==> src/design/assert_macros.svh <==
// Assertion macros shared by the colour classifier RTL.
// Define NO_ASSERTIONS to compile the checks out.
`ifndef ASSERT_MACROS_SVH
`define ASSERT_MACROS_SVH
`ifndef NO_ASSERTIONS
`define ASSERT_ALWAYS(label, expr) \
  label: assert property (@(posedge clk) disable iff (rst) (expr)) \
    else $error("assertion failed");
`define ASSERT_IMPLY(label, cond, expr) \
  label: assert property (@(posedge clk) disable iff (rst) (cond) |-> (expr)) \
    else $error("assertion failed");
`else
`define ASSERT_ALWAYS(label, expr)
`define ASSERT_IMPLY(label, cond, expr)
`endif
`endif

==> src/design/bwcc_pkg.sv <==
// Types and constants for the calibrated RGB colour classifier.
// No dependencies; every other design module imports this package.
package bwcc_pkg;

  localparam int SAMPLE_BITS = 16;
  localparam int DEN_W       = SAMPLE_BITS + 2;
  localparam int REM_W       = SAMPLE_BITS + 8;
  localparam int CMP_W       = DEN_W + 8;

  localparam logic [7:0] FULL_SCALE  = 8'd255;
  localparam logic [7:0] BLACK_MAX   = 8'd30;
  localparam logic [7:0] WHITE_MIN   = 8'd230;
  localparam logic [7:0] GRAY_SPREAD = 8'd20;

  // Colour class codes.
  localparam logic [2:0] CLS_BLACK = 3'd0;
  localparam logic [2:0] CLS_WHITE = 3'd1;
  localparam logic [2:0] CLS_GRAY  = 3'd2;
  localparam logic [2:0] CLS_RED   = 3'd3;
  localparam logic [2:0] CLS_GREEN = 3'd4;
  localparam logic [2:0] CLS_BLUE  = 3'd5;

  // Register indexes.
  localparam logic [2:0] REG_CAL_VALID   = 3'd0;
  localparam logic [2:0] REG_RED_BLACK   = 3'd1;
  localparam logic [2:0] REG_RED_WHITE   = 3'd2;
  localparam logic [2:0] REG_GREEN_BLACK = 3'd3;
  localparam logic [2:0] REG_GREEN_WHITE = 3'd4;
  localparam logic [2:0] REG_BLUE_BLACK  = 3'd5;
  localparam logic [2:0] REG_BLUE_WHITE  = 3'd6;

  // How a channel result is formed at the end of the pipe.
  localparam logic [1:0] CH_DIV  = 2'd0;
  localparam logic [1:0] CH_ZERO = 2'd1;
  localparam logic [1:0] CH_FULL = 2'd2;

  typedef struct packed {
    logic [15:0] raw_red;
    logic [15:0] raw_green;
    logic [15:0] raw_blue;
  } in_item_t;

  typedef struct packed {
    logic [7:0] norm_red;
    logic [7:0] norm_green;
    logic [7:0] norm_blue;
    logic [2:0] color_class;
  } out_item_t;

  typedef struct packed {
    logic                         cal_valid;
    logic [2:0][SAMPLE_BITS-1:0] black;
    logic [2:0][SAMPLE_BITS-1:0] white;
  } cal_cfg_t;

  typedef struct packed {
    logic [1:0]       mode;
    logic [REM_W-1:0] rem;
    logic [DEN_W-1:0] den;
    logic [7:0]       quo;
  } chan_t;

endpackage

==> src/design/bwcc_front.sv <==
// Front end: clamps against calibration or forms the channel sum, then
// builds numerator times full scale. Two register stages. Uses bwcc_pkg.
module bwcc_front import bwcc_pkg::*; (
  input  logic               clk,
  input  logic               en_a,
  input  logic               en_b,
  input  in_item_t           in_data,
  input  cal_cfg_t           cfg,
  output chan_t [2:0]        ch
);

  logic [2:0][SAMPLE_BITS-1:0] raw;
  logic [2:0][1:0]             mode_c;
  logic [2:0][SAMPLE_BITS-1:0] num_c;
  logic [2:0][DEN_W-1:0]       den_c;
  logic [DEN_W-1:0]            sum;

  logic [2:0][1:0]             a_mode;
  logic [2:0][SAMPLE_BITS-1:0] a_num;
  logic [2:0][DEN_W-1:0]       a_den;

  assign raw[0] = in_data.raw_red;
  assign raw[1] = in_data.raw_green;
  assign raw[2] = in_data.raw_blue;
  assign sum = DEN_W'(raw[0]) + DEN_W'(raw[1]) + DEN_W'(raw[2]);

  // Per-channel operand selection.
  always_comb begin
    logic [SAMPLE_BITS-1:0] lo, hi, v;
    for (int i = 0; i < 3; i++) begin
      lo = cfg.black[i];
      hi = cfg.white[i];
      v  = raw[i];
      mode_c[i] = CH_DIV;
      num_c[i]  = raw[i];
      den_c[i]  = sum;
      if (cfg.cal_valid) begin
        if (lo == hi) begin
          mode_c[i] = CH_ZERO;
        end else if (lo > hi) begin
          mode_c[i] = (raw[i] < lo) ? CH_ZERO : CH_FULL;
        end else begin
          if (raw[i] < lo) v = lo;
          else if (raw[i] > hi) v = hi;
          num_c[i] = v - lo;
          den_c[i] = DEN_W'(hi - lo);
        end
      end else if (sum == '0) begin
        mode_c[i] = CH_ZERO;
      end
    end
  end

  // First stage register.
  always_ff @(posedge clk) begin
    if (en_a) begin
      a_mode <= mode_c;
      a_num  <= num_c;
      a_den  <= den_c;
    end
  end

  // Second stage: numerator times 255 as a shift and subtract.
  always_ff @(posedge clk) begin
    if (en_b) begin
      for (int i = 0; i < 3; i++) begin
        ch[i].mode <= a_mode[i];
        ch[i].rem  <= {a_num[i], 8'd0} - REM_W'(a_num[i]);
        ch[i].den  <= a_den[i];
        ch[i].quo  <= '0;
      end
    end
  end

endmodule

==> src/design/bwcc_div_step.sv <==
// One restoring-division stage: two quotient bits for each of three channels.
// Uses bwcc_pkg; BIT_HI selects which quotient bits this stage settles.
module bwcc_div_step import bwcc_pkg::*; #(
  parameter int BIT_HI = 7
) (
  input  logic        clk,
  input  logic        en,
  input  chan_t [2:0] ch_in,
  output chan_t [2:0] ch_out
);

  localparam int K0 = BIT_HI;
  localparam int K1 = BIT_HI - 1;

  chan_t [2:0] ch_c;

  // Trial subtraction of the shifted divisor, high bit first.
  always_comb begin
    logic [CMP_W-1:0] r, s0, s1;
    for (int i = 0; i < 3; i++) begin
      ch_c[i] = ch_in[i];
      r  = CMP_W'(ch_in[i].rem);
      s0 = CMP_W'(ch_in[i].den) << K0;
      s1 = CMP_W'(ch_in[i].den) << K1;
      if (r >= s0) begin
        r = r - s0;
        ch_c[i].quo = ch_c[i].quo | (8'd1 << K0);
      end
      if (r >= s1) begin
        r = r - s1;
        ch_c[i].quo = ch_c[i].quo | (8'd1 << K1);
      end
      ch_c[i].rem = r[REM_W-1:0];
    end
  end

  always_ff @(posedge clk) begin
    if (en) ch_out <= ch_c;
  end

endmodule

==> src/design/bwcc_classify.sv <==
// Final stage: resolves channel values and picks the colour class.
// Holds the output register. Uses bwcc_pkg.
module bwcc_classify import bwcc_pkg::*; (
  input  logic        clk,
  input  logic        en,
  input  chan_t [2:0] ch,
  output out_item_t   out_data
);

  logic [2:0][7:0] nv;
  logic [7:0]      mx, mn, d;
  logic [2:0]      cls;

  // Channel value from its mode.
  always_comb begin
    for (int i = 0; i < 3; i++) begin
      unique case (ch[i].mode)
        CH_ZERO: nv[i] = 8'd0;
        CH_FULL: nv[i] = FULL_SCALE;
        default: nv[i] = ch[i].quo;
      endcase
    end
  end

  // Spread of the channels and class decision.
  always_comb begin
    mx = nv[0];
    mn = nv[0];
    if (nv[1] > mx) mx = nv[1];
    if (nv[2] > mx) mx = nv[2];
    if (nv[1] < mn) mn = nv[1];
    if (nv[2] < mn) mn = nv[2];
    d = mx - mn;
    priority if (mx < BLACK_MAX) cls = CLS_BLACK;
    else if (mx > WHITE_MIN && d < GRAY_SPREAD) cls = CLS_WHITE;
    else if (d < GRAY_SPREAD) cls = CLS_GRAY;
    else if (nv[0] >= nv[1] && nv[0] >= nv[2]) cls = CLS_RED;
    else if (nv[1] >= nv[0] && nv[1] >= nv[2]) cls = CLS_GREEN;
    else cls = CLS_BLUE;
  end

  always_ff @(posedge clk) begin
    if (en) begin
      out_data.norm_red    <= nv[0];
      out_data.norm_green  <= nv[1];
      out_data.norm_blue   <= nv[2];
      out_data.color_class <= cls;
    end
  end

endmodule

==> src/design/rgb_calibrated_color_classifier.sv <==
// Calibrated RGB colour classifier, top level.
// Input channel: in_valid / in_stall / in_data carries one raw sample request;
// it is taken at a clock edge with in_valid high and in_stall low.
// Output channel: out_valid / out_stall / out_data carries the three
// normalised channels and the colour class, one result per request.
// Configuration: cfg_we writes cfg_data into register cfg_index
// (0 cal_valid, 1..6 black/white limits per channel); other indexes are
// ignored. Write only while the pipe is empty.
// A request passes two front stages, four division stages settling two
// quotient bits each, and the class stage with the output register.
// Throughput is one request per cycle while out_stall is low.
// Each stage moves on when the stage after it is empty or moving, so
// bubbles close up; when out_stall is held the pipe fills and in_stall
// rises once all seven stages hold a request. Reset clears all valid
// bits and sets every configuration register to zero.
`include "assert_macros.svh"
module rgb_calibrated_color_classifier import bwcc_pkg::*; (
  input  logic       clk,
  input  logic       rst,
  input  logic       in_valid,
  output logic       in_stall,
  input  in_item_t   in_data,
  output logic       out_valid,
  input  logic       out_stall,
  output out_item_t  out_data,
  input  logic       cfg_we,
  input  logic [2:0] cfg_index,
  input  logic [15:0] cfg_data
);

  localparam int NSTG = 7;

  cal_cfg_t          cfg;
  logic [NSTG-1:0]   pipe_v;
  logic [NSTG-1:0]   rdy;
  chan_t [2:0]       ch_f;
  chan_t [2:0]       ch_d [5];

  // Configuration registers.
  always_ff @(posedge clk) begin
    if (rst) begin
      cfg <= '0;
    end else if (cfg_we) begin
      unique case (cfg_index)
        REG_CAL_VALID:   cfg.cal_valid <= cfg_data[0];
        REG_RED_BLACK:   cfg.black[0]  <= cfg_data[SAMPLE_BITS-1:0];
        REG_RED_WHITE:   cfg.white[0]  <= cfg_data[SAMPLE_BITS-1:0];
        REG_GREEN_BLACK: cfg.black[1]  <= cfg_data[SAMPLE_BITS-1:0];
        REG_GREEN_WHITE: cfg.white[1]  <= cfg_data[SAMPLE_BITS-1:0];
        REG_BLUE_BLACK:  cfg.black[2]  <= cfg_data[SAMPLE_BITS-1:0];
        REG_BLUE_WHITE:  cfg.white[2]  <= cfg_data[SAMPLE_BITS-1:0];
        default: ;
      endcase
    end
  end

  // Stage advance: a stage loads when it is empty or its contents move on.
  always_comb begin
    rdy[NSTG-1] = !pipe_v[NSTG-1] || !out_stall;
    for (int i = NSTG - 2; i >= 0; i--) begin
      rdy[i] = !pipe_v[i] || rdy[i+1];
    end
  end

  always_ff @(posedge clk) begin
    if (rst) begin
      pipe_v <= '0;
    end else begin
      if (rdy[0]) pipe_v[0] <= in_valid;
      for (int i = 1; i < NSTG; i++) begin
        if (rdy[i]) pipe_v[i] <= pipe_v[i-1];
      end
    end
  end

  assign in_stall  = !rdy[0];
  assign out_valid = pipe_v[NSTG-1];

  bwcc_front u_front (
    .clk     (clk),
    .en_a    (rdy[0]),
    .en_b    (rdy[1]),
    .in_data (in_data),
    .cfg     (cfg),
    .ch      (ch_f)
  );

  assign ch_d[0] = ch_f;

  // Division stages, two quotient bits each.
  for (genvar s = 0; s < 4; s++) begin : g_div
    bwcc_div_step #(.BIT_HI(7 - 2 * s)) u_div (
      .clk    (clk),
      .en     (rdy[2+s]),
      .ch_in  (ch_d[s]),
      .ch_out (ch_d[s+1])
    );
  end

  bwcc_classify u_cls (
    .clk      (clk),
    .en       (rdy[NSTG-1]),
    .ch       (ch_d[4]),
    .out_data (out_data)
  );

  // Checks.
  `ASSERT_IMPLY(a_stall_full, in_stall, out_valid && out_stall && (&pipe_v))
  `ASSERT_IMPLY(a_black_dark, out_valid && out_data.color_class == CLS_BLACK,
                out_data.norm_red < BLACK_MAX && out_data.norm_green < BLACK_MAX)
  `ASSERT_IMPLY(a_white_bright, out_valid && out_data.color_class == CLS_WHITE,
                out_data.norm_red > WHITE_MIN - GRAY_SPREAD)

endmodule

==> config.mk <==
export PLATFORM = sky130hd
export DESIGN_NAME = rgb_calibrated_color_classifier
export DESIGN_NICKNAME = d
export VERILOG_FILES = /design/src/design/bwcc_pkg.sv /design/src/design/bwcc_front.sv /design/src/design/bwcc_div_step.sv /design/src/design/bwcc_classify.sv /design/src/design/rgb_calibrated_color_classifier.sv
export VERILOG_INCLUDE_DIRS = /design/src /design/src/design
export SDC_FILE = /design/constraint.sdc
export NUM_CORES = 2
export LEC_CHECK = 0
export ABC_AREA = 1
export ABC_CLOCK_PERIOD_IN_PS = 18300
export BUFFER_PORTS_ARGS = -buffer_cell sky130_fd_sc_hd__buf_2
export CORE_UTILIZATION = 33
export CTS_CLUSTER_DIAMETER = 60
export DETAILED_ROUTE_END_ITERATION = 12
export HOLD_SLACK_MARGIN = 0.06
export PLACE_DENSITY_LB_ADDON = 0.25
export RECOVER_POWER = 50
export SLEW_MARGIN = 20
export SYNTH_ARGS = -nofsm -noshare
export SYNTH_HDL_FRONTEND = slang
export SYNTH_SLANG_ARGS = --single-unit
==> constraint.sdc <==
create_clock -name clk -period 18.3 [get_ports clk]
set_input_delay 0.915 -clock clk [delete_from_list [all_inputs] [get_ports clk]]
set_output_delay 0.915 -clock clk [all_outputs]
set_load 0.01 [all_outputs]
==> results_dict.tcl <==
set metrics [dict create \
    status "finished with violations" \
    violations "capacitance limit, slew limit" \
    ys_ff_latch 833 \
    r2r-end "u_front.a_num[22]$_DFFE_PN_" \
    path_class "flip-flop to primary output" \
    finalMaxSlewViolations 434 \
    grt_use_total 0.166 \
    htreeDepth 3 \
    cts_setup_buffers 0 \
    cp_common_cell "nor2_1" \
    syn_area_mm2 0.0613 \
    crit_path_max_incr_delay_ps 2770 \
    synth_flop_cell "edfxtp_1" \
    synth_top_cell_by_area "edfxtp_1" \
    drt_iter0_drc 2351 \
    hold_viol_final 0 \
    cpLargestDelayFamily "buffers and inverters" \
    synth_top_area_frac 0.357 \
    drive_gt1_frac 0.0635 \
    die_h_um 433 \
    regArea_mm2 0.0240 \
    end_kind "primary output" \
    antenna_left 0 \
    maxSlewHeadroom -1.65 \
    grt_pass1_vias 46312 \
    cts_resized 0 \
    worst_pin_slew_ps 3970 \
    timing.hold.ws_ps 399 \
    setup_viol 0 \
    place_area_mm2 0.0644 \
    clkTransAtPathRegs_ps 60 \
    cts.sink_count 833 \
    vias 47089 \
    fmax_mhz 95.1 \
    gp_congestion 0.889 \
    r2r_slack_ps 8500 \
    crit_buf_inv 8 \
    first_pass_iters 5 \
    worst_setup_path_start_kind "flip-flop" \
    cts_buffers 105 \
    ios 101 \
    cts_tree "yes" \
    skew_ps 27.9 \
    synth_area_leaders "edfxtp_1 (36%), ha_1 (15%), nand2_1 (7.5%), a21oi_1 (5.7%), inv_1 (5.3%)" \
    path_cells "nand2_1, clkbuf_1, nor2_1, inv_1, clkbuf_1, nor2_1, clkinvlp_2, nor2_1, inv_6, nor2_1, inv_6, nor2_1, inv_4, nor2_1, buf_2" \
    fp-row-count 157 \
    synth.distinct_cells 83 \
    initial_core_util 0.333 \
    finalNetCount 7975 \
    portBuffers 100 \
    hp-class "flip-flop to flip-flop" \
    crit_slowest_cell "clkinvlp_2" \
    multi_input_area_mm2 0.0332 \
    grt_pass1_wl_mm 249 \
    regToRegStartpoint "pipe_v[6]$_SDFFE_PP0P_" \
    yosys.cell_count.top_type "nand2_1" \
    hold_buffers 0 \
    ff2ff_path_depth 16 \
    stdcell_area_mm2 0.0679 \
    fin_setup_tns_ps 0 \
    totalWireLength_mm 158 \
    chipWidth_um 433 \
    syn_inst 7063 \
    coreArea_mm2 0.184 \
    drc 0 \
    vias_per_cell 4.85 \
    period_share 0.574 \
    fillers 18828 \
    layout_min_cycle_time_ps 10510 \
    grt_overflow_total 0 \
    cts_root_buf "clkbuf_16" \
    drv_cap 9 \
    rsz0062_at_grt "false" \
    crit_path_end "in_stall" \
    syn2layout_area_growth_pct 10.8 \
    synth_seq_area_share 0.391 \
    critPathLaunch "pipe_v[6]$_SDFFE_PP0P_" \
    hpwl_mm 129 \
    grt_antenna_before_repair 9 \
    grt_max_degree 87 \
    synth_edf_count 729 \
    clkLatencyLatePin_ps 720 \
    synth_common_cells "nand2_1 (1226), inv_1 (873), edfxtp_1 (729)" \
    die_area_mm2 0.187 \
    syn_nets 7883 \
    wire_per_inst_um 16.2 \
    ys_warn_count 0 \
    cp_max_fo 86 \
    path_depth 15 \
    syn_area_per_cell_um2 8.68 \
    synthArstFlopShare 0 \
    worstPathRequired_ps 17390 \
    critPathArrivalTime_ps 9600 \
    cts_buffer_depth 3 \
]
[worst reg2reg max path: stages (launching register included)]
cell and delay, ps:
dfxtp_1 350, nand2_1 60, clkbuf_1 640, nor2_1 340, inv_1 80, clkbuf_1 640, nor2_1 330, clkinvlp_2 2770
nor2_1 1310, inv_6 440, nor2_1 390, inv_6 270, nor2_1 300, inv_4 330, nor2_1 370, inv_4 240
buf_4 480
[routing by layer]
layer | global-route usage | wire length [um] | part of all wire | vias to the layer above
met4 | 0.0591 | 5050 | 0.032 | 0
met1 | 0.218 | 74700 | 0.47 | 21487
li1 | - | - | - | 24645
met3 | 0.0171 | 4980 | 0.032 | 243
met2 | 0.283 | 72700 | 0.46 | 714
met5 | 0 | 0 | 0 | -
[final cells by class]
cell class / count / share of cell area
multi-input cells: 5188 / 0.489
well taps: 2464 / 0.0454
flip-flops and latches: 833 / 0.353
clock inverters: 81 / 0.0131
inverters: 901 / 0.0502
repair buffers: 126 / 0.00925
diodes: 3 / 0.000111
clock buffers: 115 / 0.0405
[sequential cells by signal, summed over array words and instances (netlist names)]
name,flops
g_div.u_div.ch_out,462
u_front.a_den,54
cfg,97
u_front.ch,132
u_front.a_mode,6
u_cls.out_data,27
pipe_v,7
u_front.a_num,48
[kinds of logic after synthesis]
family	count (synthesis)	synth area share
adders and majority gates	748	0.156
xor gates and xnor gates	496	0.0710
muxes	12	0.00208
and+or+nand+nor	2246	0.155
DFF	833	0.391
buffers and inverters	1042	0.0670
AOI/OAI and AO/OA	1686	0.157
[per-stage QoR]
stage	instances	setup WS, ps	util
floorplan	7063	1180	-
global placement	9512	11220	0.350
detailed placement	9512	11250	0.350
CTS	9708	11640	0.370
global route	9711	6470	0.369
finish	9711	7790	0.369
[cell usage in the layout, fill, tap and decap left out, drive strengths merged, types with 53 or more instances in the layout]
cell type / count
a211oi: 135
nand3: 221
xnor2: 210
nor3: 77
edfxtp: 729
xor2: 286
dfxtp: 104
inv: 923
nand4: 70
nand2: 1271
ha: 719
clkbuf: 153
o21bai: 53
a21oi: 706
nor2: 531
buf: 88
o21ai: 635
[how the worst min path moves through the flow]
stage | start | endpoint | slack [ps] | cells after the start
after floorplan | u_front.ch[102]$_DFFE_PP_ | g_div[0].u_div.ch_out[102]$_DFFE_PP_ | 400 | 0
final | u_front.a_den[2]$_DFFE_PN_ | u_front.ch[10]$_DFFE_PP_ | 400 | 0
after global placement | g_div[2].u_div.ch_out[5]$_DFFE_PP_ | g_div[3].u_div.ch_out[5]$_DFFE_PP_ | 400 | 0
after CTS | u_front.a_den[2]$_DFFE_PN_ | u_front.ch[10]$_DFFE_PP_ | 400 | 0
after global routing | u_front.a_den[2]$_DFFE_PN_ | u_front.ch[10]$_DFFE_PP_ | 410 | 0
after detailed placement | g_div[2].u_div.ch_out[3]$_SDFFCE_PN1P_ | g_div[3].u_div.ch_out[3]$_DFFE_PP_ | 400 | 0
Power is not shown: default switching activity piles up to over one toggle a cycle in this logic, so the estimate is an artifact.
